--- config.mk ---
export PLATFORM = sky130hd
export DESIGN_NAME = config_text_tokenizer_core_flat
export DESIGN_NICKNAME = d
export VERILOG_FILES = /design/src/rtl/ctt_pkg.sv /design/src/rtl/ctt_if.sv /design/src/rtl/ctt_front.sv /design/src/rtl/ctt_queue.sv /design/src/rtl/ctt_back.sv /design/src/rtl/config_text_tokenizer_core.sv /design/src/flat_wrapper.sv
export SDC_FILE = /design/constraint.sdc
export NUM_CORES = 1
export LEC_CHECK = 0
export BUFFER_PORTS_ARGS = -buffer_cell sky130_fd_sc_hd__clkbuf_2
export CELL_PAD_IN_SITES_DETAIL_PLACEMENT = 1
export CELL_PAD_IN_SITES_GLOBAL_PLACEMENT = 1
export CORE_MARGIN = 2
export CORE_UTILIZATION = 51
export DETAILED_ROUTE_END_ITERATION = 7
export PLACE_DENSITY_LB_ADDON = 0.1
export RECOVER_POWER = 50
export SKIP_LAST_GASP = 1
export SYNTH_ARGS = -nofsm -noshare
export SYNTH_HDL_FRONTEND = slang
export SYNTH_HIERARCHICAL = 1
export SYNTH_SLANG_ARGS = --single-unit
--- constraint.sdc ---
create_clock -name i_clk -period 9 [get_ports i_clk]
set_input_delay 0.9 -clock i_clk [delete_from_list [all_inputs] [get_ports i_clk]]
set_output_delay 0.9 -clock i_clk [all_outputs]
set_load 0.005 [all_outputs]
--- src/rtl/ctt_pkg.sv ---
// Shared types and codes for the config text tokenizer.
`default_nettype none
package ctt_pkg;

    // Lexer modes
    localparam logic [2:0] MODE_BETWEEN = 3'd0;
    localparam logic [2:0] MODE_WORD    = 3'd1;
    localparam logic [2:0] MODE_COMMENT = 3'd2;
    localparam logic [2:0] MODE_STRING  = 3'd3;
    localparam logic [2:0] MODE_ESCAPE  = 3'd4;
    localparam logic [2:0] MODE_HEX1    = 3'd5;
    localparam logic [2:0] MODE_HEX2    = 3'd6;
    localparam logic [2:0] MODE_ERROR   = 3'd7;

    // Result kinds
    localparam logic [1:0] KIND_BYTE  = 2'd0;
    localparam logic [1:0] KIND_END   = 2'd1;
    localparam logic [1:0] KIND_ERROR = 2'd2;

    // Error codes
    localparam logic [1:0] ERR_NONE       = 2'd0;
    localparam logic [1:0] ERR_BAD_HEX    = 2'd1;
    localparam logic [1:0] ERR_UNTERM_STR = 2'd2;

    localparam logic [7:0] COMMENT_CHAR_RESET = 8'h23;
    localparam logic [15:0] LINE_RESET = 16'd1;
    localparam logic [15:0] POS_MAX    = 16'hFFFF;

    // Queue between front and back
    localparam int QUEUE_DEPTH = 2;
    localparam int QUEUE_AW    = $clog2(QUEUE_DEPTH);
    localparam int QUEUE_CW    = $clog2(QUEUE_DEPTH + 1);

    // One classified byte
    typedef struct packed {
        logic       end_of_text;
        logic [7:0] text_byte;
        logic       is_newline;
        logic       is_comment;
        logic       is_blank;
        logic       is_quote;
        logic       is_backslash;
        logic       hex_ok;
        logic [3:0] hex_val;
        logic       esc_hex;
        logic [7:0] esc_val;
    } t_item;

endpackage
`default_nettype wire

--- src/rtl/ctt_if.sv ---
// Request channel interfaces for the tokenizer input and output.
`default_nettype none
interface ctt_in_if;
    logic       valid;
    logic       ready;
    logic [7:0] text_byte;
    logic       end_of_text;

    modport source (output valid, output text_byte, output end_of_text, input ready);
    modport sink   (input valid, input text_byte, input end_of_text, output ready);
endinterface

interface ctt_out_if;
    logic        valid;
    logic        ready;
    logic [1:0]  kind;
    logic        in_quoted;
    logic [7:0]  char_value;
    logic [1:0]  error_code;
    logic [15:0] line_number;
    logic [15:0] column_number;

    modport source (output valid, output kind, output in_quoted, output char_value,
                    output error_code, output line_number, output column_number,
                    input ready);
    modport sink   (input valid, input kind, input in_quoted, input char_value,
                    input error_code, input line_number, input column_number,
                    output ready);
endinterface
`default_nettype wire

--- src/rtl/ctt_front.sv ---
// Front end: accepts input requests and classifies each byte.
`default_nettype none
module ctt_front (
    input  wire logic         i_queue_full,
    input  wire logic [7:0]   i_comment_char,
    ctt_in_if.sink            i_in,
    output ctt_pkg::t_item    o_item,
    output logic              o_push
);

    function automatic logic [4:0] hex_digit(input logic [7:0] c);
        // {valid, value}
        logic [4:0] r;
        r = 5'd0;
        if (c >= 8'h30 && c <= 8'h39)      r = {1'b1, 4'(c - 8'h30)};
        else if (c >= 8'h61 && c <= 8'h66) r = {1'b1, 4'(c - 8'h57)};
        else if (c >= 8'h41 && c <= 8'h46) r = {1'b1, 4'(c - 8'h37)};
        return r;
    endfunction

    logic [7:0] c;
    logic [4:0] hd;

    assign c  = i_in.text_byte;
    assign hd = hex_digit(c);

    assign i_in.ready = !i_queue_full;
    assign o_push     = i_in.valid && !i_queue_full;

    always_comb begin
        o_item              = '0;
        o_item.end_of_text  = i_in.end_of_text;
        o_item.text_byte    = c;
        o_item.is_newline   = (c == 8'h0A);
        o_item.is_comment   = (c == i_comment_char);
        o_item.is_blank     = (c >= 8'h09 && c <= 8'h0D) || (c == 8'h20);
        o_item.is_quote     = (c == 8'h22);
        o_item.is_backslash = (c == 8'h5C);
        o_item.hex_ok       = hd[4];
        o_item.hex_val      = hd[3:0];
        o_item.esc_hex      = (c == 8'h78) || (c == 8'h58);
        unique case (c)
            8'h6E:   o_item.esc_val = 8'h0A; // n
            8'h72:   o_item.esc_val = 8'h0D; // r
            8'h62:   o_item.esc_val = 8'h08; // b
            8'h65:   o_item.esc_val = 8'h1B; // e
            8'h61:   o_item.esc_val = 8'h07; // a
            8'h74:   o_item.esc_val = 8'h09; // t
            8'h76:   o_item.esc_val = 8'h0B; // v
            default: o_item.esc_val = c;
        endcase
    end

endmodule
`default_nettype wire

--- src/rtl/ctt_queue.sv ---
// Short FIFO of classified bytes between front and back.
`default_nettype none
module ctt_queue (
    input  wire logic          i_clk,
    input  wire logic          i_rst_n,
    input  wire logic          i_push,
    input  wire ctt_pkg::t_item i_item,
    input  wire logic          i_pop,
    output logic               o_full,
    output logic               o_valid,
    output ctt_pkg::t_item     o_item
);

    ctt_pkg::t_item r_mem [ctt_pkg::QUEUE_DEPTH];
    logic [ctt_pkg::QUEUE_AW-1:0] r_wr_ptr, n_wr_ptr;
    logic [ctt_pkg::QUEUE_AW-1:0] r_rd_ptr, n_rd_ptr;
    logic [ctt_pkg::QUEUE_CW-1:0] r_count, n_count;
    logic do_pop;

    assign o_full  = (r_count == ctt_pkg::QUEUE_CW'(ctt_pkg::QUEUE_DEPTH));
    assign o_valid = (r_count != '0);
    assign o_item  = r_mem[r_rd_ptr];
    assign do_pop  = i_pop && o_valid;

    function automatic logic [ctt_pkg::QUEUE_AW-1:0] ptr_inc(
        input logic [ctt_pkg::QUEUE_AW-1:0] p);
        logic [ctt_pkg::QUEUE_AW-1:0] r;
        if (p == ctt_pkg::QUEUE_AW'(ctt_pkg::QUEUE_DEPTH - 1)) r = '0;
        else r = p + 1'b1;
        return r;
    endfunction

    always_comb begin
        n_wr_ptr = i_push ? ptr_inc(r_wr_ptr) : r_wr_ptr;
        n_rd_ptr = do_pop ? ptr_inc(r_rd_ptr) : r_rd_ptr;
        n_count  = r_count;
        if (i_push && !do_pop) n_count = r_count + 1'b1;
        else if (!i_push && do_pop) n_count = r_count - 1'b1;
    end

    always_ff @(posedge i_clk) begin
        if (i_push) begin
            r_mem[r_wr_ptr] <= i_item;
        end
    end

    always_ff @(posedge i_clk) begin
        if (!i_rst_n) begin
            r_wr_ptr <= '0;
            r_rd_ptr <= '0;
            r_count  <= '0;
        end else begin
            r_wr_ptr <= n_wr_ptr;
            r_rd_ptr <= n_rd_ptr;
            r_count  <= n_count;
        end
    end

endmodule
`default_nettype wire

--- src/rtl/ctt_back.sv ---
// Back end: lexer state machine, position counters and output register.
`default_nettype none
module ctt_back (
    input  wire logic           i_clk,
    input  wire logic           i_rst_n,
    input  wire logic           i_q_valid,
    input  wire ctt_pkg::t_item i_item,
    output logic                o_pop,
    ctt_out_if.source           o_out
);

    logic [2:0]  r_mode, n_mode;
    logic [3:0]  r_hex_hi, n_hex_hi;
    logic [15:0] r_line, n_line;
    logic [15:0] r_col, n_col;

    logic        r_out_valid;
    logic [1:0]  r_kind;
    logic        r_quoted;
    logic [7:0]  r_char;
    logic [1:0]  r_code;
    logic [15:0] r_out_line;
    logic [15:0] r_out_col;

    logic        emit;
    logic [1:0]  e_kind;
    logic        e_quoted;
    logic [7:0]  e_char;
    logic [1:0]  e_code;
    logic [15:0] e_line;
    logic [15:0] e_col;

    assign o_pop = i_q_valid && (!r_out_valid || o_out.ready);

    always_comb begin
        n_mode   = r_mode;
        n_hex_hi = r_hex_hi;
        n_line   = r_line;
        n_col    = r_col;
        emit     = 1'b0;
        e_kind   = ctt_pkg::KIND_BYTE;
        e_quoted = 1'b0;
        e_char   = 8'd0;
        e_code   = ctt_pkg::ERR_NONE;
        e_line   = r_line;
        e_col    = r_col;

        if (i_item.end_of_text) begin
            unique case (r_mode)
                ctt_pkg::MODE_WORD: begin
                    emit   = 1'b1;
                    e_kind = ctt_pkg::KIND_END;
                end
                ctt_pkg::MODE_STRING, ctt_pkg::MODE_ESCAPE: begin
                    emit     = 1'b1;
                    e_kind   = ctt_pkg::KIND_ERROR;
                    e_quoted = 1'b1;
                    e_code   = ctt_pkg::ERR_UNTERM_STR;
                end
                ctt_pkg::MODE_HEX1, ctt_pkg::MODE_HEX2: begin
                    emit     = 1'b1;
                    e_kind   = ctt_pkg::KIND_ERROR;
                    e_quoted = 1'b1;
                    e_code   = ctt_pkg::ERR_BAD_HEX;
                end
                default: begin
                end
            endcase
            n_mode   = ctt_pkg::MODE_BETWEEN;
            n_hex_hi = 4'd0;
            n_line   = ctt_pkg::LINE_RESET;
            n_col    = 16'd0;
        end else begin
            // position first; results report the updated position
            if (i_item.is_newline) begin
                if (r_line != ctt_pkg::POS_MAX) n_line = r_line + 16'd1;
                n_col = 16'd0;
            end else if (r_col != ctt_pkg::POS_MAX) begin
                n_col = r_col + 16'd1;
            end
            e_line = n_line;
            e_col  = n_col;

            unique case (r_mode)
                ctt_pkg::MODE_BETWEEN, ctt_pkg::MODE_WORD: begin
                    if (i_item.is_comment || i_item.is_blank) begin
                        if (r_mode == ctt_pkg::MODE_WORD) begin
                            emit   = 1'b1;
                            e_kind = ctt_pkg::KIND_END;
                        end
                        n_mode = i_item.is_comment ? ctt_pkg::MODE_COMMENT
                                                   : ctt_pkg::MODE_BETWEEN;
                    end else if (r_mode == ctt_pkg::MODE_BETWEEN && i_item.is_quote) begin
                        n_mode = ctt_pkg::MODE_STRING;
                    end else begin
                        emit   = 1'b1;
                        e_char = i_item.text_byte;
                        n_mode = ctt_pkg::MODE_WORD;
                    end
                end
                ctt_pkg::MODE_COMMENT: begin
                    if (i_item.is_newline) n_mode = ctt_pkg::MODE_BETWEEN;
                end
                ctt_pkg::MODE_STRING: begin
                    if (i_item.is_quote) begin
                        emit     = 1'b1;
                        e_kind   = ctt_pkg::KIND_END;
                        e_quoted = 1'b1;
                        n_mode   = ctt_pkg::MODE_BETWEEN;
                    end else if (i_item.is_backslash) begin
                        n_mode = ctt_pkg::MODE_ESCAPE;
                    end else begin
                        emit     = 1'b1;
                        e_quoted = 1'b1;
                        e_char   = i_item.text_byte;
                    end
                end
                ctt_pkg::MODE_ESCAPE: begin
                    if (i_item.esc_hex) begin
                        n_mode = ctt_pkg::MODE_HEX1;
                    end else begin
                        emit     = 1'b1;
                        e_quoted = 1'b1;
                        e_char   = i_item.esc_val;
                        n_mode   = ctt_pkg::MODE_STRING;
                    end
                end
                ctt_pkg::MODE_HEX1: begin
                    if (!i_item.hex_ok) begin
                        emit     = 1'b1;
                        e_kind   = ctt_pkg::KIND_ERROR;
                        e_quoted = 1'b1;
                        e_code   = ctt_pkg::ERR_BAD_HEX;
                        n_mode   = ctt_pkg::MODE_ERROR;
                    end else begin
                        n_hex_hi = i_item.hex_val;
                        n_mode   = ctt_pkg::MODE_HEX2;
                    end
                end
                ctt_pkg::MODE_HEX2: begin
                    emit     = 1'b1;
                    e_quoted = 1'b1;
                    if (!i_item.hex_ok) begin
                        e_kind = ctt_pkg::KIND_ERROR;
                        e_code = ctt_pkg::ERR_BAD_HEX;
                        n_mode = ctt_pkg::MODE_ERROR;
                    end else begin
                        e_char = {r_hex_hi, i_item.hex_val};
                        n_mode = ctt_pkg::MODE_STRING;
                    end
                end
                default: begin
                    // sticky error: swallow bytes until end of text
                end
            endcase
        end
    end

    always_ff @(posedge i_clk) begin
        if (!i_rst_n) begin
            r_mode      <= ctt_pkg::MODE_BETWEEN;
            r_hex_hi    <= 4'd0;
            r_line      <= ctt_pkg::LINE_RESET;
            r_col       <= 16'd0;
            r_out_valid <= 1'b0;
        end else if (o_pop) begin
            r_mode      <= n_mode;
            r_hex_hi    <= n_hex_hi;
            r_line      <= n_line;
            r_col       <= n_col;
            r_out_valid <= emit;
        end else if (o_out.ready) begin
            r_out_valid <= 1'b0;
        end
    end

    always_ff @(posedge i_clk) begin
        if (o_pop && emit) begin
            r_kind     <= e_kind;
            r_quoted   <= e_quoted;
            r_char     <= e_char;
            r_code     <= e_code;
            r_out_line <= e_line;
            r_out_col  <= e_col;
        end
    end

    assign o_out.valid         = r_out_valid;
    assign o_out.kind          = r_kind;
    assign o_out.in_quoted     = r_quoted;
    assign o_out.char_value    = r_char;
    assign o_out.error_code    = r_code;
    assign o_out.line_number   = r_out_line;
    assign o_out.column_number = r_out_col;

endmodule
`default_nettype wire

--- src/rtl/config_text_tokenizer_core.sv ---
// Top level of the config text tokenizer.
`default_nettype none
// Splits a byte stream into tokens: whitespace-separated words, quoted
// strings with backslash escapes (n r b e a t v, x/X with two hex digits),
// and comments from the comment character to end of line. Each token byte
// comes out as one result, followed by an end-of-token result; a bad hex
// digit or end of text inside a string gives an error result, and the
// block stays silent after a bad hex digit until end of text. Every result
// carries the saturating line and column of the last byte read.
// Throughput is one byte per clock while the output is not stalled: the
// back-end state machine updates its mode and position counters as it pops
// each byte. A request is written into a two-entry queue, and its result
// (if any) is then held in the output register until it is taken.
// The user writes the comment character through i_cfg_we / i_cfg_data
// while the block is idle; the block does not enforce this. It resets to '#'.
module config_text_tokenizer_core (
    input  wire logic       i_clk,
    input  wire logic       i_rst_n,
    input  wire logic       i_cfg_we,
    input  wire logic [7:0] i_cfg_data,
    ctt_in_if.sink          i_in,
    ctt_out_if.source       o_out
);

    logic [7:0]     r_comment_char;
    ctt_pkg::t_item front_item;
    ctt_pkg::t_item q_item;
    logic           front_push;
    logic           q_full;
    logic           q_valid;
    logic           back_pop;

    // Comment character register
    always_ff @(posedge i_clk) begin
        if (!i_rst_n) begin
            r_comment_char <= ctt_pkg::COMMENT_CHAR_RESET;
        end else if (i_cfg_we) begin
            r_comment_char <= i_cfg_data;
        end
    end

    // Front: classify incoming bytes, push into the queue
    ctt_front u_front (
        .i_queue_full   (q_full),
        .i_comment_char (r_comment_char),
        .i_in           (i_in),
        .o_item         (front_item),
        .o_push         (front_push)
    );

    // Decoupling queue: lets input and output stall independently
    ctt_queue u_queue (
        .i_clk   (i_clk),
        .i_rst_n (i_rst_n),
        .i_push  (front_push),
        .i_item  (front_item),
        .i_pop   (back_pop),
        .o_full  (q_full),
        .o_valid (q_valid),
        .o_item  (q_item)
    );

    // Back: lexer state machine and registered result
    ctt_back u_back (
        .i_clk     (i_clk),
        .i_rst_n   (i_rst_n),
        .i_q_valid (q_valid),
        .i_item    (q_item),
        .o_pop     (back_pop),
        .o_out     (o_out)
    );

endmodule
`default_nettype wire

--- src/flat_wrapper.sv ---
// flat-port wrapper written by rule: the top's interface ports become plain ports
module config_text_tokenizer_core_flat 
  (i_clk, i_rst_n, i_cfg_we, i_cfg_data, i_in_valid, i_in_text_byte, i_in_end_of_text, i_in_ready, o_out_valid, o_out_kind, o_out_in_quoted, o_out_char_value, o_out_error_code, o_out_line_number, o_out_column_number, o_out_ready);
  ctt_in_if i_in_i ();
  ctt_out_if o_out_i ();
  input  wire logic i_clk;
  input  wire logic i_rst_n;
  input  wire logic i_cfg_we;
  input  wire logic [7:0] i_cfg_data;
  input wire logic [$bits(i_in_i.valid)-1:0] i_in_valid;
  input wire logic [$bits(i_in_i.text_byte)-1:0] i_in_text_byte;
  input wire logic [$bits(i_in_i.end_of_text)-1:0] i_in_end_of_text;
  output wire logic [$bits(i_in_i.ready)-1:0] i_in_ready;
  output wire logic [$bits(o_out_i.valid)-1:0] o_out_valid;
  output wire logic [$bits(o_out_i.kind)-1:0] o_out_kind;
  output wire logic [$bits(o_out_i.in_quoted)-1:0] o_out_in_quoted;
  output wire logic [$bits(o_out_i.char_value)-1:0] o_out_char_value;
  output wire logic [$bits(o_out_i.error_code)-1:0] o_out_error_code;
  output wire logic [$bits(o_out_i.line_number)-1:0] o_out_line_number;
  output wire logic [$bits(o_out_i.column_number)-1:0] o_out_column_number;
  input wire logic [$bits(o_out_i.ready)-1:0] o_out_ready;
  assign i_in_i.valid = i_in_valid;
  assign i_in_i.text_byte = i_in_text_byte;
  assign i_in_i.end_of_text = i_in_end_of_text;
  assign i_in_ready = i_in_i.ready;
  assign o_out_valid = o_out_i.valid;
  assign o_out_kind = o_out_i.kind;
  assign o_out_in_quoted = o_out_i.in_quoted;
  assign o_out_char_value = o_out_i.char_value;
  assign o_out_error_code = o_out_i.error_code;
  assign o_out_line_number = o_out_i.line_number;
  assign o_out_column_number = o_out_i.column_number;
  assign o_out_i.ready = o_out_ready;
  config_text_tokenizer_core u_core (.i_clk(i_clk), .i_rst_n(i_rst_n), .i_cfg_we(i_cfg_we), .i_cfg_data(i_cfg_data), .i_in(i_in_i), .o_out(o_out_i));
endmodule
Word level (Yosys, flattened, before mapping)
Memories as Yosys holds them, arrays and structs flattened. A register that Yosys moved wholly into a read port is not among the register bits.
Cells that the tools add are included.
{"block": "word_totals", "input_bits": 22, "elab_cells": 158, "ff_bits": 97, "ram_bits": 56, "memories": 1}
{"block": "classes", "eq_ne": 25, "n_lt_le_gt_ge": 8, "mux": 67, "addsub": 9, "n_reduce_logical": 33}
{"name": "u_core.u_queue.r_mem", "depth": 2, "word_bits": 28, "rd": 1, "rd_clocked_by_memory_dff": 1, "wr": 1, "line": "ctt_queue.sv:14", "source": "ctt_pkg::t_item r_mem [ctt_pkg::QUEUE_DEPTH];"}
{"op": "$mux 16", "n": 8}
{"op": "$eq 8x7->1 const B", "n": 10}
{"op": "$pmux 8 s7", "n": 1}
{"op": "$mux 8", "n": 6}
{"op": "$add 16x1->16 const B", "n": 2}
{"op": "$ne 16x16->1 const B", "n": 2}
{"op": "$pmux 8 s4", "n": 1}
{"op": "$mux 1", "n": 25}
{"op": "$mux 3", "n": 6}
{"op": "$pmux 3 s6", "n": 1}
{"op": "$eq 8x6->1 const B", "n": 2}
{"op": "$ge 8x7->1 const B", "n": 2}
{"op": "$le 8x7->1 const B", "n": 2}
{"op": "$mux 2", "n": 8}
{"op": "$mux 5", "n": 3}
{"op": "$mux 4", "n": 3}
{"op": "$logic_and 1x1->1", "n": 11}
{"op": "$reduce_bool 2->1", "n": 5}
{"op": "$eq 3x3->1 const B", "n": 3}
{"op": "$eq 8x4->1 const B", "n": 1}
{"op": "$eq 8x8->1", "n": 1}
{"op": "$ge 8x4->1 const B", "n": 1}
{"op": "$ge 8x6->1 const B", "n": 1}
{"op": "$le 8x4->1 const B", "n": 1}
{"op": "24 further kinds", "n": 36}

Depth between registers and ports, before layout
{"block": "logic_depth", "depth_word": 7, "depth_mapped": 10, "depth_no_buf": 8}

By module
The synthesis kept the hierarchy.
{"module": "ctt_back", "area_per_inst_um2": 4593.2, "n_inst": 1, "cells_each": 501}
{"module": "ctt_queue", "area_per_inst_um2": 2237.1, "n_inst": 1, "cells_each": 109}
{"module": "ctt_front", "area_per_inst_um2": 703.2, "n_inst": 1, "cells_each": 101}
{"module": "config_text_tokenizer_core", "area_per_inst_um2": 294.0, "n_inst": 1, "cells_each": 25}

Worst setup path before layout
OpenSTA, ideal clock, no wires.
{"block": "synth_timing", "path_type": "input to register", "from": "in o_out_ready", "to": "reg u_core.u_back.r_char[0] (netlist: u_core/u_back/o_out.char_value[0]), enable pin", "arrival_time_ns": 2.871, "slack_ns": 5.722, "path_buffers": 2, "setup_ns": 0.407, "cell_stages": 6, "path_cell_list": "nand2b_1 > nand2_1 > inv_2 > buf_2 > buf_1 > and3_1"}
{"block": "synth_between", "elab_chain_len": 3}
{"element": "from (decl)", "line": "flat_wrapper.sv:21", "source": "input wire logic [$bits(o_out_i.ready)-1:0] o_out_ready;"}
{"element": "$logic_or 1x1->1", "line": "ctt_back.sv:33", "source": "assign o_pop = i_q_valid && (!r_out_valid || o_out.ready);"}
{"element": "$logic_and 1x1->1", "line": "ctt_back.sv:33"}
{"element": "via u_core.back_pop", "line": "config_text_tokenizer_core.sv:31", "source": "logic back_pop;"}
{"element": "$logic_and 1x1->1", "line": "ctt_back.sv:178", "source": "if (o_pop && emit) begin"}
{"element": "to (signal assigned)", "line": "ctt_back.sv:181", "source": "r_char <= e_char;"}
{"element": "to (decl)", "line": "ctt_back.sv:20", "source": "logic [7:0] r_char;"}
The timed path passes the listed nets, and every way through them passes these cells.
A chain may end at the register's enable or synchronous reset.

==> impl_metrics.py <==
metrics = {
    "outcome": {
        "run_status": "complete, but fails checks",
        "violations": "max-capacitance violations, max-slew violations",
    },
    "timing": {
        "whs_ns": 0.479,
        "post-route-period-util": 0.415,
        "min_period_ns": 3.73,
        "fin_skew_ns": 0.00657,
        "tns_ns": 0,
        "fmax_mhz": 268,
        "setup_viol": 0,
        "relSlewSlack": -0.0997,
        "worstMarginPinSlew_ns": 1.65,
        "grt_setup_unrepaired": "no",
        "finalHoldViolCount": 0,
        "drv_slew": 58,
    },
    "worst_setup_path": {
        "worstPathArrival_ns": 3.75,
        "path_max_fanout": 45,
        "timing_worst_setup_path_type": "register to register",
        "start_kind": "register",
        "required_ns": 9.02,
        "endpoint_kind": "register",
    },
    "floorplanning": {
        "placementRows": 45,
        "die_h_um": 128,
        "die_area_mm2": 0.0164,
        "io_pins": 69,
        "die_w_um": 128,
        "start_util": 0.519,
        "core_area_mm2": 0.0151,
    },
    "final_layout": {
        "areaGrowthSynthToFinish_pct": 11.5,
        "final_nets": 807,
        "num-fill-cells": 1657,
        "final_common_cell": "edfxtp_1",
        "finalInstanceArea_mm2": 0.00872,
        "num_antenna_cells": 0,
        "mostFrequentLayoutCells": "edfxtp_1 (101), nand2_1 (58), nor2_1 (55), dfxtp_1 (53), a21oi_1 (45)",
        "drive_gt1_frac": 0.172,
    },
    "placement": {
        "dpl_cell_area_mm2": 0.00818,
        "port-buffer-count": 68,
        "hpwl_mm": 13.8,
        "place_congestion": 0.843,
    },
    "global_routing": {
        "antenna_found_initial": 0,
        "grtUsageTotal": 0.261,
        "overflow": 0,
        "grt_pass1_wl_mm": 33.5,
        "grt_pass1_vias": 6493,
        "grt_max_degree": 46,
    },
    "logic_synthesis": {
        "synth_flop_cell": "edfxtp_1",
        "synth_adder_area_share": 0.0128,
        "synthArstFlopShare": 0,
        "synthDistinctLibCells": 86,
        "synth-compound-area-share": 0.162,
        "ys_ff_latch": 154,
        "syn_inst": 736,
        "synth_enable_flop_cells": 101,
        "yosys_warnings": 6,
        "synth_nets": 766,
        "yosysSeqAreaShare": 0.523,
        "synth-simple-area-share": 0.177,
        "synth_mux_area_frac": 0.0590,
        "synth_top_family_by_area": "simple AND/OR/NAND/NOR gates",
        "synth_xor_area_frac": 0.0246,
        "syn_area_mm2": 0.00783,
        "syn_area_per_cell_um2": 10.6,
    },
    "flow_run": {
        "cap_violations": 2,
    },
    "power_and_ir_drop": {
        "p_int_uw": 1460,
        "pwr-share-comb": 0.248,
        "peakVddDrop_v": 0.000158,
        "swShare": 0.329,
        "p_sw_uw": 716,
        "clockPowerShare": 0.336,
        "p_per_area_mw_per_mm2": 249,
        "pwr-share-seq": 0.416,
        "leakage_uw": 0.00297,
    },
    "clock_tree": {
        "clockBufferDepth": 2,
        "cts_tree": "yes",
        "cts_root_buffer": "clkbuf_16",
        "cts_hold_buf": 0,
        "clk_pin_slew_ns": 0.06,
        "postCtsSetupBuffers": 0,
        "numCtsBuffers": 17,
        "clock_latency_ns": 0.43,
        "cts_resized": 0,
        "htreeDepth": 4,
        "cts.sinks": 154,
    },
    "route": {
        "drt-wirelength-per-cell_um": 21.1,
        "firstDrtPassIters": 5,
        "antenna_left": 0,
        "vias_per_cell": 6.35,
        "drc_errors": 0,
        "dr_total_vias": 6212,
        "routed_wl_mm": 20.6,
        "drt_iter0_markers": 381,
    },
    "worst_hold_path": {
        "hp-class": "register to register",
    },
}
## path summary, 6_finish.rpt
kind | endpoint | cells after the start | from | slack [ns]
setup / recovery | u_core/u_back/o_out.line_number[13]$_DFFE_PP_ | 6 | register | 5.27
hold reg to reg | u_core/u_back/r_hex_hi[3]$_SDFFE_PN0P_ | 2 | u_core/u_back/r_hex_hi[3]$_SDFFE_PN0P_ | 0.48
setup reg to reg | u_core/u_back/o_out.line_number[13]$_DFFE_PP_ | 6 | register | 5.27
hold / removal | u_core/u_back/r_hex_hi[3]$_SDFFE_PN0P_ | 2 | u_core/u_back/r_hex_hi[3]$_SDFFE_PN0P_ | 0.48
## power groups by stage
| stage | clock network, uW | logic [uW] | registers (uW) |
|---|---|---|---|
| finish | 732 | 539 | 906 |
| detailed placement | 0 | 535 | 919 |
| CTS | 740 | 543 | 905 |
| floorplan | 0 | 397 | 884 |
| global route | 769 | 585 | 916 |
| global placement | 0 | 505 | 912 |
## synthesized netlist by cell type, types with 4 or more instances
| cell type | instances | share of area |
|---|---|---|
| o21ai_0 | 39 | 0.025 |
| buf_4 | 12 | 0.012 |
| nand4b_1 | 4 | 0.0045 |
| mux2i_1 | 9 | 0.012 |
| xor2_1 | 6 | 0.0067 |
| edfxtp_1 | 101 | 0.39 |
| and2_1 | 8 | 0.0064 |
| o211ai_1 | 4 | 0.0038 |
| nand2b_1 | 11 | 0.0088 |
| buf_2 | 17 | 0.011 |
| and3_1 | 7 | 0.0056 |
| a222oi_1 | 8 | 0.010 |
| and4_1 | 6 | 0.0067 |
| a21oi_1 | 45 | 0.029 |
| nor3b_1 | 4 | 0.0038 |
| nand3_1 | 15 | 0.0096 |
| nor3_1 | 26 | 0.017 |
| clkbuf_1 | 19 | 0.0091 |
| o21a_1 | 4 | 0.0038 |
| inv_1 | 14 | 0.0067 |
| nand3b_1 | 4 | 0.0038 |
| nand2_1 | 58 | 0.028 |
| nor2b_1 | 12 | 0.0096 |
| mux2_2 | 33 | 0.047 |
| a211oi_1 | 9 | 0.0086 |
| nor2_1 | 55 | 0.026 |
| nand4_1 | 20 | 0.016 |
| a311oi_1 | 6 | 0.0067 |
| ha_1 | 8 | 0.013 |
| a21o_1 | 4 | 0.0038 |
| o21ai_1 | 4 | 0.0026 |
| dfxtp_1 | 53 | 0.14 |
| xnor2_1 | 16 | 0.018 |
| a31oi_1 | 16 | 0.013 |
## state kept, by name (all words and copies together), names as in the netlist, named ones only
signal / count
u_core/u_queue/r_mem: 56
u_core/u_back/o_out.column_number: 16
u_core/u_back/o_out.line_number: 16
u_core/u_back/r_col: 16
u_core/u_back/r_line: 16
u_core/r_comment_char: 8
u_core/u_back/o_out.char_value: 8
u_core/u_back/r_hex_hi: 4
u_core/u_back/r_mode: 3
u_core/u_back/o_out.error_code: 2
u_core/u_back/o_out.kind: 2
u_core/u_queue/r_count: 2
u_core/u_back/o_out.in_quoted: 1
u_core/u_back/o_out.valid: 1
u_core/u_queue/r_rd_ptr: 1
u_core/u_queue/r_wr_ptr: 1
## routing by layer
layer / vias up / wire length (um) / global-route usage
li1: 2875 / - / -
met1: 3094 / 8730 / 0.309
met4: 0 / 610 / 0.125
met2: 188 / 10500 / 0.461
met3: 55 / 756 / 0.0455
met5: - / 0 / 0
## through the flow
stage | instances | power [uW] | setup WS (ns) | util
final | 978 | 2180 | 5.27 | 0.578
after detailed placement | 946 | 1450 | 5.23 | 0.542
after global placement | 946 | 1420 | 5.33 | 0.542
after CTS | 978 | 2190 | 5.21 | 0.582
after global routing | 978 | 2270 | 4.99 | 0.578
after floorplan | 736 | 1280 | 5.72 | -
## final cells by class
cell class / instances / area [um^2] / area share
timing repair buffer: 73 / 335 / 0.0384
clock buffer: 17 / 425 / 0.0488
inverter: 16 / 60.1 / 0.00688
clock inverter: 15 / 173 / 0.0198
multi-input combinational: 515 / 3400 / 0.390
sequential: 154 / 4090 / 0.469
tap: 188 / 235 / 0.0270
## kinds of logic after synthesis
group | count (synthesis)
adders and majority gates | 8
xor gates and xnor gates | 22
muxes | 42
buffers and inverters | 67
DFF | 154
and+or+nand+nor | 257
AOI/OAI and AO/OA | 186
## critical path: stages, from the launching register on
cell	delay [ns]
dfxtp_1	1.12
mux2_2	0.42
buf_4	0.28
or3b_2	0.51
a221oi_1	0.24
a41oi_1	0.09
and3_2	0.63
No activity file was read; power rests on OpenSTA's default activity.
